### src/rtl/iso_ts_pkg.sv
// Shared types, constants and tables for the ISO 8601 timestamp to epoch converter.
// No dependencies; every other file of the block refers to this package.
`default_nettype none

package iso_ts_pkg;

   // Length limits of one timestamp string.
   localparam int MAX_CHARS = 20;
   localparam int SHORT_LEN = 17;
   localparam int COUNT_MAX = 31;
   localparam int ACC_MAX   = 16383;

   // Field ranges.
   localparam int YEAR_MIN   = 1900;
   localparam int YEAR_MAX   = 2100;
   localparam int MONTH_MAX  = 12;
   localparam int DAY_MAX    = 31;
   localparam int HOUR_MAX   = 23;
   localparam int MINSEC_MAX = 59;

   // Year offsets, counted from 1900.
   localparam int EPOCH_YEAR_OFFSET = 70;
   localparam int LEAP_BASE_OFFSET  = 69;
   localparam int CENTURY_2000      = 100;
   localparam int CENTURY_2100      = 200;

   // Time constants.
   localparam int DAYS_PER_YEAR   = 365;
   localparam int SECS_PER_DAY    = 86400;
   localparam int SECS_PER_HOUR   = 3600;
   localparam int SECS_PER_MINUTE = 60;
   localparam int FEBRUARY        = 2;

   // Characters of the timestamp grammar.
   localparam logic [7:0] CHAR_ZERO  = 8'h30;
   localparam logic [7:0] CHAR_NINE  = 8'h39;
   localparam logic [7:0] CHAR_DASH  = 8'h2D;
   localparam logic [7:0] CHAR_COLON = 8'h3A;
   localparam logic [7:0] CHAR_T     = 8'h54;
   localparam logic [7:0] CHAR_Z     = 8'h5A;

   typedef struct packed {
      logic [7:0] character;
      logic       last_char;
   } req_type;

   typedef struct packed {
      logic [31:0] epoch_seconds;
      logic        parse_error;
   } rsp_type;

   // Parsed fields of one finished string.
   typedef struct packed {
      logic       err;
      logic [7:0] year_offset;
      logic [3:0] month;
      logic [4:0] day;
      logic [4:0] hour;
      logic [5:0] minute;
      logic [5:0] second;
   } fields_type;

   // Days in the year before the first of the given month, not counting a leap day.
   function automatic logic [8:0] cum_days(input logic [3:0] month);
      logic [8:0] d;
      unique case (month)
         4'd1:    d = 9'd0;
         4'd2:    d = 9'd31;
         4'd3:    d = 9'd59;
         4'd4:    d = 9'd90;
         4'd5:    d = 9'd120;
         4'd6:    d = 9'd151;
         4'd7:    d = 9'd181;
         4'd8:    d = 9'd212;
         4'd9:    d = 9'd243;
         4'd10:   d = 9'd273;
         4'd11:   d = 9'd304;
         4'd12:   d = 9'd334;
         default: d = 9'd0;
      endcase
      return d;
   endfunction

endpackage

`default_nettype wire

### src/rtl/iso_ts_parser.sv
// Character parser: walks the timestamp string one character per transaction and
// registers the parsed fields when the final character arrives. Uses iso_ts_pkg.
`default_nettype none

module iso_ts_parser (
   input  wire logic                 clock,
   input  wire logic                 reset,
   input  wire logic                 accept,
   input  wire logic                 advance,
   input  wire iso_ts_pkg::req_type  req_data,
   output logic                      fields_valid,
   output iso_ts_pkg::fields_type    fields_data
);

   typedef enum logic [5:0] {
      FIELD_YEAR   = 6'b000001,
      FIELD_MONTH  = 6'b000010,
      FIELD_DAY    = 6'b000100,
      FIELD_HOUR   = 6'b001000,
      FIELD_MINUTE = 6'b010000,
      FIELD_SECOND = 6'b100000
   } field_type;

   field_type   field_ff, field_in;
   logic [13:0] acc_ff, acc_in;
   logic [7:0]  year_ff, year_in;
   logic [3:0]  month_ff, month_in;
   logic [4:0]  day_ff, day_in;
   logic [4:0]  hour_ff, hour_in;
   logic [5:0]  minute_ff, minute_in;
   logic [4:0]  char_cnt_ff, char_cnt_in;
   logic [4:0]  content_cnt_ff, content_cnt_in;
   logic        z_seen_ff, z_seen_in;
   logic        err_ff, err_in;
   logic        run_open_ff, run_open_in;

   logic                   fields_valid_ff, fields_valid_in;
   iso_ts_pkg::fields_type fields_ff, fields_in;

   logic [7:0]  ch;
   logic [7:0]  sep;
   logic        has_sep;
   field_type   field_next;
   logic [17:0] acc_sum;
   logic        is_digit;
   logic        short_str;
   logic        acc_over_59;

   assign ch = req_data.character;
   assign is_digit = (ch >= iso_ts_pkg::CHAR_ZERO) && (ch <= iso_ts_pkg::CHAR_NINE);
   assign acc_sum = 18'(acc_ff) * 18'd10 + 18'(ch[3:0]);

   // Separator that closes the current field, and the field that follows it.
   always_comb begin
      sep        = iso_ts_pkg::CHAR_DASH;
      has_sep    = 1'b1;
      field_next = FIELD_YEAR;
      unique case (field_ff)
         FIELD_YEAR: begin
            sep        = iso_ts_pkg::CHAR_DASH;
            field_next = FIELD_MONTH;
         end
         FIELD_MONTH: begin
            sep        = iso_ts_pkg::CHAR_DASH;
            field_next = FIELD_DAY;
         end
         FIELD_DAY: begin
            sep        = iso_ts_pkg::CHAR_T;
            field_next = FIELD_HOUR;
         end
         FIELD_HOUR: begin
            sep        = iso_ts_pkg::CHAR_COLON;
            field_next = FIELD_MINUTE;
         end
         FIELD_MINUTE: begin
            sep        = iso_ts_pkg::CHAR_COLON;
            field_next = FIELD_SECOND;
         end
         default: begin
            has_sep    = 1'b0;
            field_next = FIELD_SECOND;
         end
      endcase
   end

   // Effect of one character on the parse state.
   always_comb begin
      field_in       = field_ff;
      acc_in         = acc_ff;
      year_in        = year_ff;
      month_in       = month_ff;
      day_in         = day_ff;
      hour_in        = hour_ff;
      minute_in      = minute_ff;
      char_cnt_in    = char_cnt_ff;
      content_cnt_in = content_cnt_ff;
      z_seen_in      = z_seen_ff;
      err_in         = err_ff;
      run_open_in    = run_open_ff;

      if (char_cnt_ff >= 5'(iso_ts_pkg::MAX_CHARS)) begin
         err_in = 1'b1;
      end else begin
         char_cnt_in = char_cnt_ff + 5'd1;
      end

      if (!z_seen_ff) begin
         if (ch == iso_ts_pkg::CHAR_Z) begin
            z_seen_in = 1'b1;
         end else begin
            if (content_cnt_ff < 5'(iso_ts_pkg::COUNT_MAX)) begin
               content_cnt_in = content_cnt_ff + 5'd1;
            end
            if (has_sep && ch == sep) begin
               // Close the current field with its range check.
               unique case (field_ff)
                  FIELD_YEAR: begin
                     if (acc_ff < 14'(iso_ts_pkg::YEAR_MIN) ||
                         acc_ff > 14'(iso_ts_pkg::YEAR_MAX)) begin
                        err_in = 1'b1;
                     end else begin
                        year_in = 8'(acc_ff - 14'(iso_ts_pkg::YEAR_MIN));
                     end
                  end
                  FIELD_MONTH: begin
                     if (acc_ff < 14'd1 || acc_ff > 14'(iso_ts_pkg::MONTH_MAX)) begin
                        err_in = 1'b1;
                     end else begin
                        month_in = acc_ff[3:0];
                     end
                  end
                  FIELD_DAY: begin
                     if (acc_ff < 14'd1 || acc_ff > 14'(iso_ts_pkg::DAY_MAX)) begin
                        err_in = 1'b1;
                     end else begin
                        day_in = acc_ff[4:0];
                     end
                  end
                  FIELD_HOUR: begin
                     if (acc_ff > 14'(iso_ts_pkg::HOUR_MAX)) begin
                        err_in = 1'b1;
                     end else begin
                        hour_in = acc_ff[4:0];
                     end
                  end
                  FIELD_MINUTE: begin
                     if (acc_ff > 14'(iso_ts_pkg::MINSEC_MAX)) begin
                        err_in = 1'b1;
                     end else begin
                        minute_in = acc_ff[5:0];
                     end
                  end
                  default: begin
                  end
               endcase
               acc_in      = '0;
               run_open_in = 1'b1;
               field_in    = field_next;
            end else if (run_open_ff && is_digit) begin
               acc_in = (acc_sum > 18'(iso_ts_pkg::ACC_MAX)) ?
                        14'(iso_ts_pkg::ACC_MAX) : acc_sum[13:0];
            end else begin
               run_open_in = 1'b0;
            end
         end
      end
   end

   // Final close on the last character, working on the state after that character.
   assign short_str   = content_cnt_in < 5'(iso_ts_pkg::SHORT_LEN);
   assign acc_over_59 = acc_in > 14'(iso_ts_pkg::MINSEC_MAX);

   always_comb begin
      fields_in.year_offset = year_in;
      fields_in.month       = month_in;
      fields_in.day         = day_in;
      fields_in.hour        = hour_in;
      fields_in.minute      = minute_in;
      fields_in.second      = '0;
      fields_in.err         = err_in;
      unique case (field_in)
         FIELD_MINUTE: begin
            // Minute still open: close it; the second is absent.
            if (acc_over_59 || !short_str) begin
               fields_in.err = 1'b1;
            end
            if (!acc_over_59) begin
               fields_in.minute = acc_in[5:0];
            end
         end
         FIELD_SECOND: begin
            if (!short_str) begin
               if (acc_over_59) begin
                  fields_in.err = 1'b1;
               end else begin
                  fields_in.second = acc_in[5:0];
               end
            end
         end
         default: begin
            // The string ended before the minute field.
            fields_in.err = 1'b1;
         end
      endcase
   end

   assign fields_valid_in = accept && req_data.last_char;

   always_ff @(posedge clock) begin
      if (reset || (accept && req_data.last_char)) begin
         field_ff       <= FIELD_YEAR;
         acc_ff         <= '0;
         year_ff        <= '0;
         month_ff       <= '0;
         day_ff         <= '0;
         hour_ff        <= '0;
         minute_ff      <= '0;
         char_cnt_ff    <= '0;
         content_cnt_ff <= '0;
         z_seen_ff      <= 1'b0;
         err_ff         <= 1'b0;
         run_open_ff    <= 1'b1;
      end else if (accept) begin
         field_ff       <= field_in;
         acc_ff         <= acc_in;
         year_ff        <= year_in;
         month_ff       <= month_in;
         day_ff         <= day_in;
         hour_ff        <= hour_in;
         minute_ff      <= minute_in;
         char_cnt_ff    <= char_cnt_in;
         content_cnt_ff <= content_cnt_in;
         z_seen_ff      <= z_seen_in;
         err_ff         <= err_in;
         run_open_ff    <= run_open_in;
      end
   end

   always_ff @(posedge clock) begin
      if (reset) begin
         fields_valid_ff <= 1'b0;
      end else if (advance) begin
         fields_valid_ff <= fields_valid_in;
      end
   end

   always_ff @(posedge clock) begin
      if (advance) begin
         fields_ff <= fields_in;
      end
   end

   assign fields_valid = fields_valid_ff;
   assign fields_data  = fields_ff;

endmodule

`default_nettype wire

### src/rtl/iso_ts_epoch.sv
// Epoch arithmetic: turns parsed date and time fields into seconds since 1970
// over two registered steps, the second of which is the result register. Uses iso_ts_pkg.
`default_nettype none

module iso_ts_epoch (
   input  wire logic                    clock,
   input  wire logic                    reset,
   input  wire logic                    advance,
   input  wire logic                    fields_valid,
   input  wire iso_ts_pkg::fields_type  fields_data,
   output logic                         rsp_valid,
   output iso_ts_pkg::rsp_type          rsp_data
);

   typedef struct packed {
      logic               err;
      logic signed [17:0] days;
      logic [16:0]        sod;
   } days_type;

   logic               days_valid_ff;
   days_type           days_ff, days_in;
   logic               rsp_valid_ff;
   iso_ts_pkg::rsp_type rsp_ff, rsp_in;

   logic [7:0]         y;
   logic signed [9:0]  yoff;
   logic signed [17:0] ybase;
   logic signed [9:0]  v;
   logic [9:0]         vmag;
   logic [7:0]         qmag;
   logic signed [17:0] qterm;
   logic               leap;
   logic               leap_add;
   logic signed [35:0] prod;

   assign y     = fields_data.year_offset;
   assign yoff  = $signed({2'b00, y}) - 10'sd70;
   assign ybase = 18'(yoff) * 18'(iso_ts_pkg::DAYS_PER_YEAR);

   // Leap days since 1970, with the quotient truncated toward zero. Over years
   // 1900..2100 the century and 400-year terms of the formula cancel.
   assign v     = $signed({2'b00, y}) - 10'(iso_ts_pkg::LEAP_BASE_OFFSET);
   assign vmag  = v[9] ? 10'(-v) : 10'(v);
   assign qmag  = vmag[9:2];
   assign qterm = v[9] ? -$signed({10'b0, qmag}) : $signed({10'b0, qmag});

   // Since 1900 is divisible by four, the year offset decides leap years; 1900
   // and 2100 are the century years that are not, 2000 is.
   assign leap = (y[1:0] == 2'b00) &&
                 ((y != 8'd0 && y != 8'(iso_ts_pkg::CENTURY_2100)) ||
                  y == 8'(iso_ts_pkg::CENTURY_2000));
   assign leap_add = leap && (fields_data.month > 4'(iso_ts_pkg::FEBRUARY));

   always_comb begin
      days_in.err  = fields_data.err;
      days_in.days = ybase + qterm
                   + $signed({9'b0, iso_ts_pkg::cum_days(fields_data.month)})
                   + $signed({17'b0, leap_add})
                   + $signed({13'b0, fields_data.day}) - 18'sd1;
      days_in.sod  = 17'(fields_data.hour) * 17'(iso_ts_pkg::SECS_PER_HOUR)
                   + 17'(fields_data.minute) * 17'(iso_ts_pkg::SECS_PER_MINUTE)
                   + 17'(fields_data.second);
   end

   assign prod = 36'(days_ff.days) * 36'(iso_ts_pkg::SECS_PER_DAY);

   always_comb begin
      rsp_in.parse_error   = days_ff.err;
      rsp_in.epoch_seconds = days_ff.err ? '0 : prod[31:0] + 32'(days_ff.sod);
   end

   always_ff @(posedge clock) begin
      if (reset) begin
         days_valid_ff <= 1'b0;
         rsp_valid_ff  <= 1'b0;
      end else if (advance) begin
         days_valid_ff <= fields_valid;
         rsp_valid_ff  <= days_valid_ff;
      end
   end

   always_ff @(posedge clock) begin
      if (advance) begin
         days_ff <= days_in;
         rsp_ff  <= rsp_in;
      end
   end

   assign rsp_valid = rsp_valid_ff;
   assign rsp_data  = rsp_ff;

endmodule

`default_nettype wire

### src/rtl/iso8601_timestamp_to_epoch.sv
// Top level of the ISO 8601 timestamp to epoch converter.
// Instantiates iso_ts_parser and iso_ts_epoch; uses iso_ts_pkg.
//
// Usage: the string "yyyy-mm-ddThh:mm[:ss][Z]" is sent one character per
// transaction on the req_ channel, with last_char set on its final character.
// Every string yields exactly one transaction on the rsp_ channel: the seconds
// since 1970-01-01 00:00:00 modulo 2^32 and a parse_error flag (seconds are zero
// when the flag is set). Characters after the first Z are ignored but counted,
// and a string of more than 20 characters is flagged as an error.
//
// Throughput: a new character is taken in every cycle unless the output stalls.
// The result is presented once the final character has passed the parsed-fields
// register, the day-count register and the result register; these form a
// three-step pipeline, the day-count and seconds multiplies in separate steps.
//
// Stalls: the pipeline moves as a whole. While a result waits in the output
// register and rsp_ready is low, req_ready is low and all stages hold; while the
// output register is empty or being drained, req_ready is high.
//
// Reset: synchronous and active high. It empties the pipeline and returns the
// parser to the start of a string.
`default_nettype none

module iso8601_timestamp_to_epoch (
   input  wire logic                 clock,
   input  wire logic                 reset,
   input  wire logic                 req_valid,
   output logic                      req_ready,
   input  wire iso_ts_pkg::req_type  req_data,
   output logic                      rsp_valid,
   input  wire logic                 rsp_ready,
   output iso_ts_pkg::rsp_type       rsp_data
);

   logic                   advance;
   logic                   accept;
   logic                   fields_valid;
   iso_ts_pkg::fields_type fields_data;

   // The whole pipeline advances unless a result is stuck in the output register.
   assign advance   = !rsp_valid || rsp_ready;
   assign req_ready = advance;
   assign accept    = req_valid && req_ready;

   iso_ts_parser u_parser (
      .clock        (clock),
      .reset        (reset),
      .accept       (accept),
      .advance      (advance),
      .req_data     (req_data),
      .fields_valid (fields_valid),
      .fields_data  (fields_data)
   );

   iso_ts_epoch u_epoch (
      .clock        (clock),
      .reset        (reset),
      .advance      (advance),
      .fields_valid (fields_valid),
      .fields_data  (fields_data),
      .rsp_valid    (rsp_valid),
      .rsp_data     (rsp_data)
   );

endmodule

`default_nettype wire

### config.mk
export PLATFORM = sky130hd
export DESIGN_NAME = iso8601_timestamp_to_epoch
export DESIGN_NICKNAME = d
export VERILOG_FILES = /design/src/rtl/iso_ts_pkg.sv /design/src/rtl/iso_ts_parser.sv /design/src/rtl/iso_ts_epoch.sv /design/src/rtl/iso8601_timestamp_to_epoch.sv
export SDC_FILE = /design/constraint.sdc
export NUM_CORES = 1
export LEC_CHECK = 0
export ABC_AREA = 1
export BUFFER_PORTS_ARGS = -buffer_cell sky130_fd_sc_hd__clkbuf_2
export CAP_MARGIN = 30
export CELL_PAD_IN_SITES_DETAIL_PLACEMENT = 0
export CELL_PAD_IN_SITES_GLOBAL_PLACEMENT = 1
export CORE_MARGIN = 10
export CORE_UTILIZATION = 40
export DETAILED_ROUTE_END_ITERATION = 16
export GPL_ROUTABILITY_DRIVEN = 0
export PLACE_DENSITY = 0.69
export SYNTH_ARGS = -nofsm -noshare
export SYNTH_HDL_FRONTEND = slang
export SYNTH_SLANG_ARGS = --single-unit
export TNS_END_PERCENT = 100
### constraint.sdc
create_clock -name clock -period 8 [get_ports clock]
set_clock_uncertainty 0.1 [all_clocks]
set_input_delay 0.8 -clock clock [delete_from_list [all_inputs] [get_ports clock]]
set_output_delay 0.8 -clock clock [all_outputs]
set_load 0.01 [all_outputs]
# Word-level counts from Yosys, hierarchy flattened
# Memories as Yosys holds them, arrays and structs flattened. A register that Yosys moved wholly into a read port is not among the register bits.
# Cells that the tools add are included.
[op_classes]
mul = 5
eq_ne = 12
n_lt_le_gt_ge = 15
n_mux = 62
n_addsub = 16
bitwise_logic = 4
n_reduce_logical = 24
[ops]
columns = ["cell", "count"]
rows = [
  ["$mux 14", 5],
  ["$mux 5", 13],
  ["$mux 6", 10],
  ["$mux 8", 5],
  ["$add 32x17->32", 1],
  ["$gt 14x5->1 const B", 2],
  ["$gt 14x6->1 const B", 2],
  ["$mul 18x11->25 const B", 1],
  ["$mux 4", 6],
  ["$pmux 6 s4", 1],
  ["$add 18x10->18", 1],
  ["$add 18x18->18", 1],
  ["$add 18x2->18", 1],
  ["$add 18x4->18", 1],
  ["$add 18x6->18", 1],
  ["$gt 18x14->1 const B", 1],
  ["$mul 9x10->18 const B", 1],
  ["$mux 18", 1],
  ["$neg 8->18", 1],
  ["$sub 18x2->18 const B", 1],
  ["$sub 8x7->9 const B", 2],
  ["$add 17x12->17", 1],
  ["$add 17x6->17", 1],
  ["$mul 14x3->17 const B", 1],
  ["other kinds (40)", 77],
]
[totals]
rom_bits = 144
register_bits = 168
output_inout_bits = 35
word_cells = 166
mem_count = 1
inputBits = 13
[mem_list]
columns = ["name", "depth", "width", "read_ports", "rd_clocked_by_memory_dff", "wr", "line_no", "text"]
rows = [
  ["(name not given)", 16, 9, 1, 1, 0, "iso_ts_pkg.sv:66", "unique case (month)"],
]

# Logic depth before layout (Yosys ltp)
# Gate-level depths: netlist of run 1.
[depth]
ltp_word = 12
mapped_depth = 40
ltp_nobuf = 40

# Cells and area by module
# Synthesis of run 1 repeated with hierarchy kept, for this count alone.
[hier_totals]
hier_cells = 2325
area_unflattened_um2 = 18146.2
[modules_own_cells]
columns = ["mod", "instances", "area_each_um2", "seq_area_each_um2", "cells_per_inst"]
rows = [
  ["iso_ts_epoch", 1, 11639.9, 2112.0, 1385],
  ["iso_ts_parser", 1, 6486.2, 2292.2, 936],
  ["iso8601_timestamp_to_epoch", 1, 20.0, 0.0, 4],
]

# Least setup slack after synthesis of run 1
# OpenSTA, ideal clock, no wires.
[synth_path]
path_kind = "register to register"
start = "register u_parser.fields_ff (netlist bit u_parser.fields_data[26])"
end = "register u_epoch.days_ff[34] in the netlist's numbering, data pin"
period_less_slack_ps = 7314
arrival_ps = 6951
setup_time_ps = 262
n_path_buf = 0
setup_slack_ps = 686
t_required_ps = 7638
path_stages_with_launch = 38
cell_sequence = "edfxtp_1 inv_1 ha_1 inv_1 nand2_1 nand2_1 o21ai_1 inv_1 or2_1 xor2_1 ha_1 nand3_1 o21ai_0 inv_1 fa_1 inv_1 fa_1 inv_1 [2 not listed] fa_1 inv_1 fa_1 ha_1 nand2_1 inv_1 nand4_1 nand3_1 nand2_1 nand2_1 a21oi_1 o21ai_0 a21oi_1 o21bai_1 nand2_1 nand2_1 a21oi_1 xor2_1"
[synth_lines]
columns = ["item", "line_no", "text"]
rows = [
  ["start, declared", "iso_ts_parser.sv:38", "iso_ts_pkg::fields_type fields_ff, fields_in;"],
  ["start signal, assigned", "iso_ts_parser.sv:249", "fields_ff <= fields_in;"],
  ["end signal, assigned", "iso_ts_epoch.sv:85", "days_ff <= days_in;"],
  ["end, declared", "iso_ts_epoch.sv:22", "days_type days_ff, days_in;"],
]

==> flow_metrics.env, run 1 <==
export IMPL_antennaDiodeCount=0
export IMPL_crit_arrival_ns=7.46
export IMPL_via_per_inst=4.76
export IMPL_tightest_slew_ns=0.711
export IMPL_synth_nets=2595
export IMPL_cts_root_buf="clkbuf_16"
export IMPL_maxSlewViolCount=0
export IMPL_grt_pass1_wl_mm=67.1
export IMPL_portBuffers=47
export IMPL_cts_buffer_depth=2
export IMPL_fillers=4419
export IMPL_grt_max_degree=51
export IMPL_r2r_end="u_epoch.days_ff[34]$_DFFE_PN_"
export IMPL_synthDominantCellAreaShare_pct=17.4
export IMPL_synth_edf_count=104
export IMPL_worst_hold_startpoint="u_parser.fields_data[1]$_SDFFCE_PP0N_"
export IMPL_core_area_um2=44200
export IMPL_cpLargestDelayFamily="adder cells"
export IMPL_dp_hpwl_mm=33.0
export IMPL_synth_async_reset_ratio_pct=0
export IMPL_fp_dieH_um=232
export IMPL_nets=2643
export IMPL_multi_input_area_um2=11300
export IMPL_firstDrtPassIters=5
export IMPL_postCtsSetupBuffers=0
export IMPL_rrSetupSlack_ns=0.66
export IMPL_synth_area_um2=17900
export IMPL_num_vias=13600
export IMPL_worstSetupPathType="reg2reg"
export IMPL_synth_top_area_cell="edfxtp_1"
export IMPL_reg2reg_depth=37
export IMPL_ctsResizeCount=0
export IMPL_whs_endpoint="u_epoch.days_ff[1]$_DFFE_PN_"
export IMPL_hold_violations=0
export IMPL_finalSetupViolCount=0
export IMPL_drc=0
export IMPL_worst_setup_path_end_kind="register"
export IMPL_max_slew_margin_pct=52.6
export IMPL_synth_cell_types=55
export IMPL_synth_area_leaders="edfxtp_1 (17%), ha_1 (17%), fa_1 (13%)"
export IMPL_drv_cap=0
export IMPL_synth_area_per_cell_um2=8.09
export IMPL_ios=48
export IMPL_drt_iter0_markers=623
export IMPL_critPathMaxStageDelay_ns=0.50
export IMPL_wl_mm=40.3
export IMPL_dieWidth_um=232
export IMPL_post_route_min_period_ns=7.34
export IMPL_clock_latency_ns=0.48
export IMPL_cts_htree_levels=4
export IMPL_path_clk_slew_ns=0.08
export IMPL_worstPathRequired_ns=8.13
export IMPL_rsz0062_at_grt="false"
export IMPL_rr_startpoint="u_parser.fields_data[27]$_DFFE_PN_"
export IMPL_hold_class="reg2reg"
export IMPL_ys_seq_elements=177
export IMPL_grt_pass1_vias=13500
export IMPL_start_util_pct=40.5
export IMPL_postCtsHoldBufs=0
export IMPL_area_delta_synth_final_pct=8.28
export IMPL_grt_usage_pct=15.5
export IMPL_die_area_um2=53600
export IMPL_cts_buffers=17
export IMPL_cts_sinks=177
export IMPL_cpMostUsedCell="inv_1"
export IMPL_synth_cells=2215
export IMPL_max_freq_mhz=136
export IMPL_post_route_period_util_pct=91.7
export IMPL_grt_overflow_total=0
export IMPL_rows=77
export IMPL_antenna_found_initial=1
export IMPL_yosys_top_cells_count="inv_1 (497), nand2_1 (337), ha_1 (249)"
export IMPL_status="finished, final reports clean"
export IMPL_ys_flop_type="edfxtp_1"
export IMPL_ys_seq_area_share_pct=25.6
export IMPL_cpMaxStageDelayCell="fa_1"
export IMPL_drive_gt1_share_pct=6.99
export IMPL_ys_warn_count=0
export IMPL_path_max_fanout=7
export IMPL_worstHoldPathCells=0
export IMPL_startpoint_type="register"
export IMPL_yosys_cell_count_top_type="inv_1"
export IMPL_ant_nets=0
export IMPL_routedWlPerCell_um=14.1
export IMPL_path_buf_inv=9
export IMPL_seq_area_um2=4580
export IMPL_cts_tree="built"
export IMPL_fin_setup_tns_ns=0
kinds of logic after synthesis:
kind of cell / synth area share (%)
DFF: 25.6
AOI/OAI and AO/OA: 9.69
buffers and inverters: 11.4
other: 0.0209
xor gates and xnor gates: 4.60
adders and majority gates: 30.6
and+or+nand+nor: 18.1
worst reg2reg max path: cells and delay by family (launching register included):
family / cells / cell delay, ns
XOR/XNOR: 2 / 0.35
buffers and inverters: 9 / 0.79
AO/OA/AOI/OAI: 7 / 1.05
adder cells (fa/ha/maj): 8 / 3.24
flip-flops: 1 / 0.49
AND/OR/NAND/NOR: 11 / 1.04
flip-flops by register name, indices dropped and copies added (netlist names), 6 cells and up, named ones only:
register / flops
u_parser.field_ff: 6
u_parser.minute_ff: 6
u_epoch.rsp_data: 33
u_parser.year_ff: 8
u_parser.fields_data: 35
u_parser.acc_ff: 14
u_epoch.days_ff: 36
metal layers:
layer	wire, µm	GRT usage [%]
met1	18900	19.3
met2	19600	27.0
met3	1240	2.58
met4	549	4.39
met5	0	0
stage by stage:
step	std cells	hold slack, ns	cell area (µm²)	setup WS [ns]	util, %
2_1_floorplan	2215	0.300	17900	0.686	-
3_3_place_gp	2836	0.301	18800	0.564	42.6
3_5_place_dp	2836	0.313	18800	0.439	42.6
4_1_cts	2868	0.330	19400	0.426	43.9
5_1_grt	2868	0.342	19400	0.0620	43.9
6_report	2868	0.328	19400	0.662	43.9
worst max-delay path by stage:
| stage | start | end | slack [ns] | cells after the start |
|---|---|---|---|---|
| floorplan | u_parser.fields_data[26]$_DFFE_PN_ | u_epoch.days_ff[34]$_DFFE_PN_ | 0.69 | 37 |
| global placement | u_parser.fields_data[27]$_DFFE_PN_ | u_epoch.days_ff[34]$_DFFE_PN_ | 0.56 | 37 |
| detailed placement | u_parser.fields_data[27]$_DFFE_PN_ | u_epoch.days_ff[34]$_DFFE_PN_ | 0.44 | 37 |
| CTS | u_parser.fields_data[27]$_DFFE_PN_ | u_epoch.days_ff[34]$_DFFE_PN_ | 0.43 | 37 |
| global route | u_parser.fields_data[27]$_DFFE_PN_ | u_epoch.days_ff[34]$_DFFE_PN_ | 0.06 | 37 |
| finish | u_parser.fields_data[27]$_DFFE_PN_ | u_epoch.days_ff[34]$_DFFE_PN_ | 0.66 | 37 |
final cells by class:
type                    count  area share, %
repair buffers             59           1.68
clock inverters            13          0.664
multi-input cells        1504           58.2
flip-flops and latches    177           23.6
clock buffers              19           2.28
well taps                 592           3.82
inverters                 504           9.77
cell usage in the layout (no fill, tap or decap), types with 3 or more instances in the layout:
master,instances
buf_4,12
dfxtp_1,73
ha_1,249
xnor2_1,31
nand2_1,337
o21ai_2,6
nor3b_1,3
nand3_1,99
a21oi_1,120
nor2_1,186
nor4_1,4
o21ai_0,124
nand2_2,23
xor2_1,63
nor2_2,5
edfxtp_1,104
inv_1,496
or2_2,8
nand3b_1,3
nor3_1,17
inv_6,3
nor2_4,5
clkbuf_16,17
inv_2,6
clkinvlp_4,4
o21a_1,6
nand3_2,9
fa_1,118
clkbuf_2,47
nand4_1,23
o21bai_1,6
a21o_1,4
inv_8,3
nand2_4,3
o32ai_1,12
o31ai_1,10
o211ai_1,3
a31oi_1,6
Power of run 1 is not shown: default switching activity piles up to over one toggle a cycle in this logic, so the estimate is an artifact.
==> inputs of run 2 (changes only) <==
PLACE_DENSITY = not set   (was 0.69)
PLACE_DENSITY_LB_ADDON = 0.1   (was not set)
==> flow_metrics.env, run 2 (synthesis results as in run 1) <==
export IMPL_cpMaxStageDelayCell="fa_1"
export IMPL_dieWidth_um=232
export IMPL_core_area_um2=44200
export IMPL_tightest_slew_ns=0.863
export IMPL_routedWlPerCell_um=14.6
export IMPL_rows=77
export IMPL_dp_hpwl_mm=34.4
export IMPL_post_route_period_util_pct=90.8
export IMPL_grt_usage_pct=16.1
export IMPL_postCtsSetupBuffers=0
export IMPL_grt_max_degree=68
export IMPL_startpoint="u_parser.fields_data[27]$_DFFE_PN_"
export IMPL_stdcell_count=2868
export IMPL_rsz0062_at_grt="false"
export IMPL_post_route_min_period_ns=7.26
export IMPL_final_cell_mix="inv_1 (496), nand2_1 (337), ha_1 (249)"
export IMPL_portBuffers=47
export IMPL_reg2reg_depth=37
export IMPL_dr_wl_met2_mm=20.5
export IMPL_postCtsHoldBufs=0
export IMPL_finalSetupViolCount=0
export IMPL_via_per_inst=4.78
export IMPL_worstSetupPathType="reg2reg"
export IMPL_wl_mm=41.9
export IMPL_drive_gt1_share_pct=6.99
export IMPL_critical_path_depth=37
export IMPL_cts_sinks=177
export IMPL_startpoint_type="register"
export IMPL_ios=48
export IMPL_cts_htree_levels=4
export IMPL_start_util_pct=40.5
export IMPL_nets=2643
export IMPL_placed_cells=2836
export IMPL_drt_iter0_markers=616
export IMPL_rrSetupSlack_ns=0.74
export IMPL_max_freq_mhz=138
export IMPL_largest_reg_flops=36
export IMPL_cts_tree="built"
export IMPL_cpMostUsedCell="inv_1"
export IMPL_firstDrtPassIters=5
export IMPL_critPathMaxStageDelay_ns=0.50
export IMPL_r2r_end="u_epoch.days_ff[34]$_DFFE_PN_"
export IMPL_drc=0
export IMPL_cts_root_buf="clkbuf_16"
export IMPL_clock_latency_ns=0.48
export IMPL_cts_buffers=17
export IMPL_ctsResizeCount=0
export IMPL_crit_arrival_ns=7.37
export IMPL_max_slew_margin_pct=42.5
export IMPL_dr_wl_met3_mm=1.50
export IMPL_grt_pass1_wl_mm=69.6
export IMPL_ant_nets=0
export IMPL_top_layer_used="met5"
export IMPL_grt_pass1_vias=13700
export IMPL_worstPathRequired_ns=8.11
export IMPL_rr_startpoint="u_parser.fields_data[27]$_DFFE_PN_"
export IMPL_hold_class="reg2reg"
export IMPL_top_register="u_epoch.days_ff"
export IMPL_fin_setup_tns_ns=0
export IMPL_status="finished, final reports clean"
export IMPL_drv_cap=0
export IMPL_path_clk_slew_ns=0.07
export IMPL_cpLargestDelayFamily="adder cells"
export IMPL_grt_overflow_total=0
export IMPL_path_max_fanout=7
export IMPL_fin_util_pct=43.9
export IMPL_antennaDiodeCount=0
export IMPL_die_area_um2=53600
export IMPL_setup_worst_path_end="u_epoch.days_ff[34]$_DFFE_PN_"
export IMPL_hold_violations=0
export IMPL_path_buf_inv=9
export IMPL_cts_buffer_depth=2
export IMPL_area_delta_synth_final_pct=8.42
export IMPL_num_vias=13700
export IMPL_antenna_found_initial=1
export IMPL_m1WireLength_mm=19.1
export IMPL_worst_setup_path_end_kind="register"
export IMPL_final_common_cell="inv_1"
export IMPL_maxSlewViolCount=0
export IMPL_fp_dieH_um=232
## run 2: area by class of cell
type	instances	area (µm²)
clock buffers	24	536
clock inverters	8	62.6
fillers	4465	24800
inverters	504	1890
multi-input cells	1504	11300
flip-flops and latches	177	4580
well taps	592	741
repair buffers	59	325
## run 2: stage by stage
stage                     worst slack [ns]  hold WS [ns]  area (µm²)
after floorplan                      0.686         0.300       17900
after global placement               0.516         0.302       18800
after detailed placement             0.461         0.305       18800
after CTS                            0.433         0.320       19400
after global routing                0.0205         0.332       19400
final                                0.736         0.321       19400
## run 2: routing by layer
| metal | vias up | track usage, % |
|---|---|---|
| met3 | 36 | 3.57 |
| met2 | 139 | 28.0 |
| met1 | 6358 | 19.6 |
| li1 | 7163 | - |
| met4 | 2 | 4.96 |
| met5 | - | 0 |
## run 2: worst reg2reg max path: cells and delay by family (launching register included)
family	cells	cell delay (ns)
xor+xnor	2	0.36
fa+ha+maj	8	3.22
simple gates	11	1.08
buf+inv	9	0.75
compound gates	7	1.00
flops	1	0.48
## run 2: worst min-delay path by stage
| stage | from | end | slack, ns | cells past startpoint |
|---|---|---|---|---|
| after floorplan | u_parser.fields_data[0]$_SDFFCE_PP0N_ | u_epoch.days_ff[0]$_DFFE_PN_ | 0.30 | 0 |
| after global placement | u_parser.fields_data[34]$_DFFE_PN_ | u_epoch.days_ff[35]$_DFFE_PN_ | 0.30 | 0 |
| after detailed placement | u_parser.fields_data[1]$_SDFFCE_PP0N_ | u_epoch.days_ff[1]$_DFFE_PN_ | 0.30 | 0 |
| after CTS | u_parser.fields_data[1]$_SDFFCE_PP0N_ | u_epoch.days_ff[1]$_DFFE_PN_ | 0.32 | 0 |
| after global routing | u_parser.fields_data[34]$_DFFE_PN_ | u_epoch.days_ff[35]$_DFFE_PN_ | 0.33 | 0 |
| final | u_parser.fields_data[1]$_SDFFCE_PP0N_ | u_epoch.days_ff[1]$_DFFE_PN_ | 0.32 | 0 |
Power of run 2 is left out for the same reason.
